`src/design/sqp_pkg.sv`:
```
// ----------------------------------------------------------------------------
// sqp_pkg
// Types and constants shared by the sorted priority queue and its cells.
// ----------------------------------------------------------------------------
package sqp_pkg;

  localparam int unsigned DEPTH_DEF = 128;
  localparam int unsigned DATA_W    = 32;
  localparam int unsigned PRIO_W    = 8;
  localparam int unsigned CNT_OUT_W = 8;

  typedef enum logic {
    REQ_ENQ = 1'b0,
    REQ_DEQ = 1'b1
  } req_kind_t;

  typedef enum logic [1:0] {
    ST_OK        = 2'd0,
    ST_OVERFLOW  = 2'd1,
    ST_UNDERFLOW = 2'd2
  } status_t;

  typedef struct packed {
    req_kind_t                 req_type;
    logic signed [DATA_W-1:0]  item_data;
    logic        [PRIO_W-1:0]  item_priority;
  } req_t;

  typedef struct packed {
    status_t                   status;
    logic signed [DATA_W-1:0]  out_data;
    logic        [PRIO_W-1:0]  out_priority;
    logic     [CNT_OUT_W-1:0]  entry_count;
  } rsp_t;

  typedef struct packed {
    logic signed [DATA_W-1:0] data;
    logic        [PRIO_W-1:0] prio;
  } entry_t;

  // broadcast to every cell in the row
  typedef struct packed {
    logic   enq;
    logic   deq;
    entry_t item;
  } cell_ctrl_t;

endpackage

```
`src/design/sqp_cell.sv`:
```
// ----------------------------------------------------------------------------
// sqp_cell
// One slot of the sorted row: keeps, takes the new word, or shifts a neighbor.
// ----------------------------------------------------------------------------
module sqp_cell
  import sqp_pkg::*;
(
  input  logic       clk,
  input  cell_ctrl_t ctrl,
  input  logic       live,
  input  logic       left_gt,
  input  entry_t     left_entry,
  input  entry_t     right_entry,
  output logic       gt,
  output entry_t     entry
);

  // this slot stays ahead of the new word
  assign gt = live && (entry.prio > ctrl.item.prio);

  always_ff @(posedge clk) begin
    if (ctrl.deq) begin
      entry <= right_entry;
    end else if (ctrl.enq && !gt) begin
      if (left_gt) begin
        entry <= ctrl.item;
      end else begin
        entry <= left_entry;
      end
    end
  end

endmodule

```
`config.mk`:
```
export PLATFORM = sky130hd
export DESIGN_NAME = sqp_cell
export DESIGN_NICKNAME = d
export VERILOG_FILES = /design/src/design/sqp_pkg.sv /design/src/design/sqp_cell.sv
export SDC_FILE = /design/constraint.sdc
export NUM_CORES = 1
export LEC_CHECK = 0
export ABC_AREA = 1
export BUFFER_PORTS_ARGS = -buffer_cell sky130_fd_sc_hd__buf_2
export CORE_MARGIN = 3
export CORE_UTILIZATION = 40
export DETAILED_ROUTE_END_ITERATION = 12
export HOLD_SLACK_MARGIN = 0.12
export PLACE_DENSITY_LB_ADDON = 0.1
export REMOVE_ABC_BUFFERS = 1
export SLEW_MARGIN = 25
export SYNTH_ARGS = -nofsm -noshare
export SYNTH_HDL_FRONTEND = slang
export SYNTH_SLANG_ARGS = --single-unit
```
`constraint.sdc`:
```
create_clock -name clk -period 3.34 [get_ports clk]
set_input_delay 0 -clock clk [delete_from_list [all_inputs] [get_ports clk]]
set_output_delay 0 -clock clk [all_outputs]
set_load 0.1 [all_outputs]
```
# Word-level counts from Yosys, hierarchy flattened
# Index checks and enable logic that the tools add are counted.
# word_totals
ff_bits,40
input_bits,125
out_inout_bits,41
# op_classes
n_lt_le_gt_ge,1
mux,3
reduce_logical,4
# ops
op,count
40-bit 2-to-1 mux,3
8-bit greater-than comparator,1
1-bit logical AND,2
2-bit nonzero test,1
1-bit logical NOT,1

# Depth between registers and ports, before layout
# Gate-level depths: netlist of the first run.
# logic_depth
word_depth,6
ltp_mapped,12
depth_no_buf,12

# Least setup slack after synthesis of the first run
# No wires, ideal clock.
# synth_path
kind,register to register
startpoint,reg entry[7] (netlist bit)
endpoint,"reg entry[0] (netlist bit), enable pin"
setup_ps,398
t_arrival_ps,2598
setup_slack_ps,344
stages_incl_launch_ff,8
n_path_buf,0
synth_period_minus_slack_ps,2996
path_cell_list,edfxtp_1 ha_1 a21o_1 nor2_1 nand2_1 nand2_1 nand2_1 nand2_1
# synth_between
elab_chain_cells,5
# synth_lines
item,line_no,text
start: declaration,sqp_cell.sv:15,output entry_t entry
start signal: assignment,sqp_cell.sv:23,entry <= right_entry;
start signal: assignment,sqp_cell.sv:26,entry <= ctrl.item;
start signal: assignment,sqp_cell.sv:28,entry <= left_entry;
8-bit greater-than comparator,sqp_cell.sv:19,assign gt = live && (entry.prio > ctrl.item.prio);
1-bit logical AND,sqp_cell.sv:19,
1-bit logical NOT,sqp_cell.sv:24,end else if (ctrl.enq && !gt) begin
1-bit logical AND,sqp_cell.sv:24,
2-bit nonzero test (no source line),--,
# Every way passes these cells.
# A chain may end at the register's enable or synchronous reset.

# Worst setup path in the final report of the first run
# layout_path
startpoint,reg entry[3] (netlist bit)
endpoint,"reg entry[2] (netlist bit), enable pin"
# Same word-level chain as after synthesis.

==> results.yml, run 1 <==
status:
  outcome: "complete, no violations"
clock_tree:
  cts_sinks: 40
  numCtsBuffers: 5
  cts-resized-gates: 0
  clk_path_buf_depth: 2
  htreeDepth: 2
  cts_hold_buf: 80
  clk_latency_ns: 0.28
  clockRootBuffer: "clkbuf_8"
  clk_pin_slew_ns: 0.07
  tritoncts: "built"
  post_cts_buffers: 0
placement:
  place_hpwl_mm: 4.84
  io_buffers: 165
  place.gp.congestion: 0.708
critical_path:
  critPathKind: "reg -> reg"
  arrival_ns: 2.25
  crit_buf_inv: 2
  cp-start-kind: "flop"
  cp_slowest_cell: "edfxtp_1"
  cp-end-kind: "flop"
  crit_top_cell: "nand2_1"
  critical_path.max_stage_delay_ns: 0.41
  critPathMaxFanout: 22
  path_cells: "ha_1, nand2_1, inv_1, nand2_1, nand2_1, nand2_1, nand2_1, nand2_1, nand2_1, nand2_2, buf_4"
  cp_top_family: "simple AND/OR/NAND/NOR gates"
  cp.required_ns: 3.31
finish:
  reg_top3: "entry x40"
  antenna_cells: 0
  final_common_cell: "buf_2"
  layout_common_cells: "buf_2 (165), a21oi_1 (82), dlygate4sd3_1 (80)"
  largest_register_ff_count: 40
  ff_latch_area_sq_um: 1200
  largest_register: "entry"
  syn_to_final_growth_pct: 71.3
  fillers: 444
  multi_input_area_sq_um: 892
  nets: 631
  layout-drive-gt1-share_pct: 35.3
global_route:
  grt_pass1_vias: 2557
  grt_antenna_before_repair: 0
  grt_max_degree: 42
  grt_pass1_wl_mm: 11.4
  grt_remaining_overflow: 0
  grt.total_usage_pct: 22.1
routing:
  vias_per_cell: 4.85
  dr_total_vias: 2766
  ant_nets: 0
  drc: 0
  wire_per_inst_microns: 13.5
  drt_iter0_markers: 94
  wirelength_mm: 7.68
  dr.pass1.iters: 7
timing:
  finalSetupViolations: 0
  hold_ws_ns: 0.492
  finalHoldViolCount: 0
  slew_violations: 0
  clock_skew_ns: 0.00425
  relSlewSlack_pct: 40.8
  fin_crit_ns: 2.28
  max_freq_mhz: 439
  worst_pin_slew_ns: 0.888
  fin_tns_setup_ns: 0
  fin_crit_sh_pct: 68.2
  rsz0062_at_grt: "no"
floorplanning:
  fp.dieW_microns: 82.1
  core_sq_um: 5540
  num_io_pins: 166
  die-height_microns: 82.1
  start_util_pct: 41.8
  core.rowCount: 27
  die_area_sq_um: 6740
logic_synthesis:
  synth_top_family_by_area: "compound AO/OA/AOI/OAI gates"
  synth_xor_area_share_pct: 0
  synth-compound-area-share_pct: 18.4
  synth_area_sq_um: 2320
  synth_top_area_share_pct: 51.9
  synth_top_area_cell: "edfxtp_1"
  synth_fa_ha_area_share_pct: 4.32
  yosys_warnings: 0
  synth.distinct_cells: 12
  ys_ff_latch: 40
  ys_seq_area_share_pct: 51.9
  synth_cells: 262
  synthSimpleGateAreaFrac_pct: 15.7
  avgSynthCellArea_sq_um: 8.84
  synth_area_leaders: "edfxtp_1 (52%), a21oi_1 (18%), nand2_1 (8.8%)"
  synth.area.mux_share_pct: 0
power:
  p_leak_uw: 0.00190
  power_density_nw_per_um2: 422
  peakVddDrop_mv: 0.240
  power_uw: 1670
run:
  cap_violations: 0
hold_path:
  hp-class: "in -> reg"
==> tightest hold or removal path: cells and delay by family <==
| family | cells | cell delay, ns |
|---|---|---|
| simple gates | 2 | 0.38 |
| buf+inv | 1 | 0.11 |
==> final cells by class <==
cell class                      count  area share (%)
Clock buffer                        6            1.83
Tap cell                           72            2.27
Inverter                           15            1.61
Multi-Input combinational cell    189            22.5
Sequential cell                    40            30.3
Timing Repair Buffer              247            41.4
Clock inverter                      1           0.126
==> cell families after synthesis <==
group           count (synthesis)
compound gates                 84
fa+ha+maj                       8
buf+inv                        33
flops                          40
simple gates                   97
==> cell usage after synthesis <==
library cell	number
nand2_1	54
buf_6	7
a21o_1	1
inv_1	13
ha_1	8
a21boi_0	1
clkinv_4	1
buf_4	11
inv_4	1
nor2_1	43
edfxtp_1	40
a21oi_1	82
==> report_power, final <==
part	switching (uW)	internal, uW
Sequential	14.1	617
Clock	149	142
Combinational	537	215
==> routing by layer <==
metal,up-vias,part of all wire (%),global-route usage (%)
met2,117,52,40.6
met5,-,0,0
li1,1361,-,-
met1,1278,38,24.5
met4,0,1.2,5.98
met3,10,8.8,6.83
==> path summary, 6_finish.rpt <==
path              depth (start not counted)        to  slack, ns  startpoint
setup / recovery                         11  entry[2]       1.06    entry[3]
hold / removal                            3  entry[5]       0.49    ctrl[41]
setup reg to reg                         11  entry[2]       1.06    entry[3]
hold reg to reg                           7  entry[5]       1.40    entry[7]
==> stage by stage <==
| stage | util (%) | cell area (sq um) | std cells | setup slack (ns) |
|---|---|---|---|---|
| finish | 71.6 | 3970 | 570 | 1.06 |
| global route | 71.6 | 3970 | 570 | 0.894 |
| CTS | 71.6 | 3970 | 570 | 1.04 |
| detailed placement | 55.7 | 3090 | 483 | 1.05 |
| global placement | 55.7 | 3090 | 483 | 1.11 |
| floorplan | - | 2150 | 244 | 0.344 |
(Power assumes the default switching activity.)
==> run 2, diff against run 1 <==
clock period = 2.4 ns   (was 3.34 ns; I/O delays follow)
==> results.yml, run 2 (same netlist as run 1, synthesis figures left out) <==
status:
  outcome: "complete, no violations"
power:
  peakVddDrop_mv: 0.399
  power_switching_uw: 995
  clock_power_share_pct: 18.2
  p_leak_uw: 0.00191
  power_density_nw_per_um2: 591
  comb_power_share_pct: 44.4
  seq_power_share_pct: 37.3
  power_uw: 2350
  intPower_uw: 1360
  power_switching_share_pct: 42.3
critical_path:
  critPathMaxFanout: 41
  endpoint: "entry[18]"
  rr_worst_depth: 8
  cp.depth: 5
  arrival_ns: 1.95
  crit_buf_inv: 3
  critPathLaunch: "left_gt"
  cp-start-kind: "input pin"
  reg2reg_slack_ns: 0.55
  path_cells: "buf_2, clkinv_4, nand2_1, a21oi_1, dlygate4sd3_1"
  critPathKind: "in -> reg"
  critical_path.max_stage_delay_ns: 0.64
  cp.required_ns: 2.44
  cp-end-kind: "flop"
  r2r-start: "entry[7]"
  timing.rr.end: "entry[18]"
  cp_top_family: "buffers and inverters"
  cp_slowest_cell: "buf_2"
finish:
  utilization_pct: 71.8
  largest_register: "entry"
  largest_register_ff_count: 40
  reg_top3: "entry x40"
  final_area_sq_um: 3980
  antenna_cells: 0
  layout_common_cells: "buf_2 (165), a21oi_1 (82), dlygate4sd3_1 (80)"
  layout-drive-gt1-share_pct: 35.6
  syn_to_final_growth_pct: 71.8
  final_common_cell: "buf_2"
  nets: 632
  instances_no_fill: 572
placement:
  placed_area_sq_um: 3100
  place_hpwl_mm: 4.90
  io_buffers: 165
  place.gp.congestion: 0.734
  placed_cells: 484
routing:
  ant_nets: 0
  drt_iter0_markers: 142
  dr_total_vias: 2742
  wire_per_inst_microns: 13.3
  wirelength_mm: 7.63
  dr.pass1.iters: 4
  vias_per_cell: 4.79
  drc: 0
clock_tree:
  cts_sinks: 40
  clk_latency_ns: 0.29
  clk_pin_slew_ns: 0.08
  numCtsBuffers: 5
  clk_path_buf_depth: 2
  clockRootBuffer: "clkbuf_8"
  post_cts_buffers: 0
  htreeDepth: 2
  tritoncts: "built"
global_route:
  grt_pass1_vias: 2478
  use_met1_pct: 23.7
  grt_remaining_overflow: 0
  grt_pass1_wl_mm: 11.1
  use_met2_pct: 40.0
  busiest_layer: "met2"
  grt_antenna_before_repair: 0
  grt_max_degree: 42
  gr-usage-met3_pct: 7.38
  grt.total_usage_pct: 21.8
floorplanning:
  die_area_sq_um: 6740
  num_io_pins: 166
  core_sq_um: 5540
  core.rowCount: 27
  die-height_microns: 82.1
  start_util_pct: 41.8
  fp.dieW_microns: 82.1
timing:
  relSlewSlack_pct: 43.7
  max_freq_mhz: 524
  finalSetupViolations: 0
  worst_pin_slew_ns: 0.844
  clock_skew_ns: 0.00588
  hold_ws_ns: 0.337
  fin_crit_sh_pct: 79.5
  slew_violations: 0
  finalHoldViolCount: 0
  fin_crit_ns: 1.91
  rsz0062_at_grt: "no"
hold_path:
  min-delay-start: "ctrl[41]"
  hp-class: "in -> reg"
run:
  cap_violations: 0
==> run 2: cell count changes in the layout (fill, tap and decap cells not counted), sizes merged <==
cell and delta:
buf +1, clkbuf -1, clkinv +2
==> run 2: routing by layer <==
metal | vias to the layer above | part of all wire (%)
met5 | - | 0
li1 | 1366 | -
met1 | 1252 | 37
met4 | 0 | 0.92
met3 | 8 | 9.4
met2 | 116 | 53
==> run 2: tightest hold or removal path, stage by stage <==
cell and delay [ns]:
buf_2 0.10, nand2_1 0.07, nand2_2 0.05, buf_4 0.21
==> run 2: cell type report <==
cell class / instances / area (sq um)
inverter: 15 / 63.8
clock buffer: 5 / 68.8
tap: 72 / 90.1
clock inverter: 3 / 13.8
timing repair buffer: 248 / 1650
multi-input combinational: 189 / 892
fill: 464 / 1560
sequential: 40 / 1200
==> run 2: timing repair <==
item                                    4_1_cts  5_1_grt
hold endpoints to repair                     40        0
resized for setup                             0        0
hold buffers                                 80        0
endpoints found under the setup margin        0        0
==> run 2: worst min-delay path by stage <==
stage / cells after the start / to / slack (ns)
after detailed placement: 3 / entry[35] / 0.33
after global routing: 4 / entry[31] / 0.35
after CTS: 4 / entry[17] / 0.33
after floorplan: 2 / entry[0] / 0.23
after global placement: 3 / entry[35] / 0.32
final: 4 / entry[31] / 0.34
==> run 2: power by group through the flow <==
stage | clock network, uW | logic (uW) | registers (uW)
CTS | 444 | 1040 | 878
finish | 429 | 1040 | 877
floorplan | 0 | 160 | 1410
detailed placement | 0 | 909 | 894
global placement | 0 | 903 | 889
global route | 462 | 1100 | 885
==> run 2: per-stage QoR <==
stage | worst slack (ns) | setup TNS (ns)
after floorplan | -0.596 | -23.85
after global placement | 0.604 | 0
after detailed placement | 0.532 | 0
after CTS | 0.521 | 0
after global routing | 0.378 | 0
final | 0.493 | 0
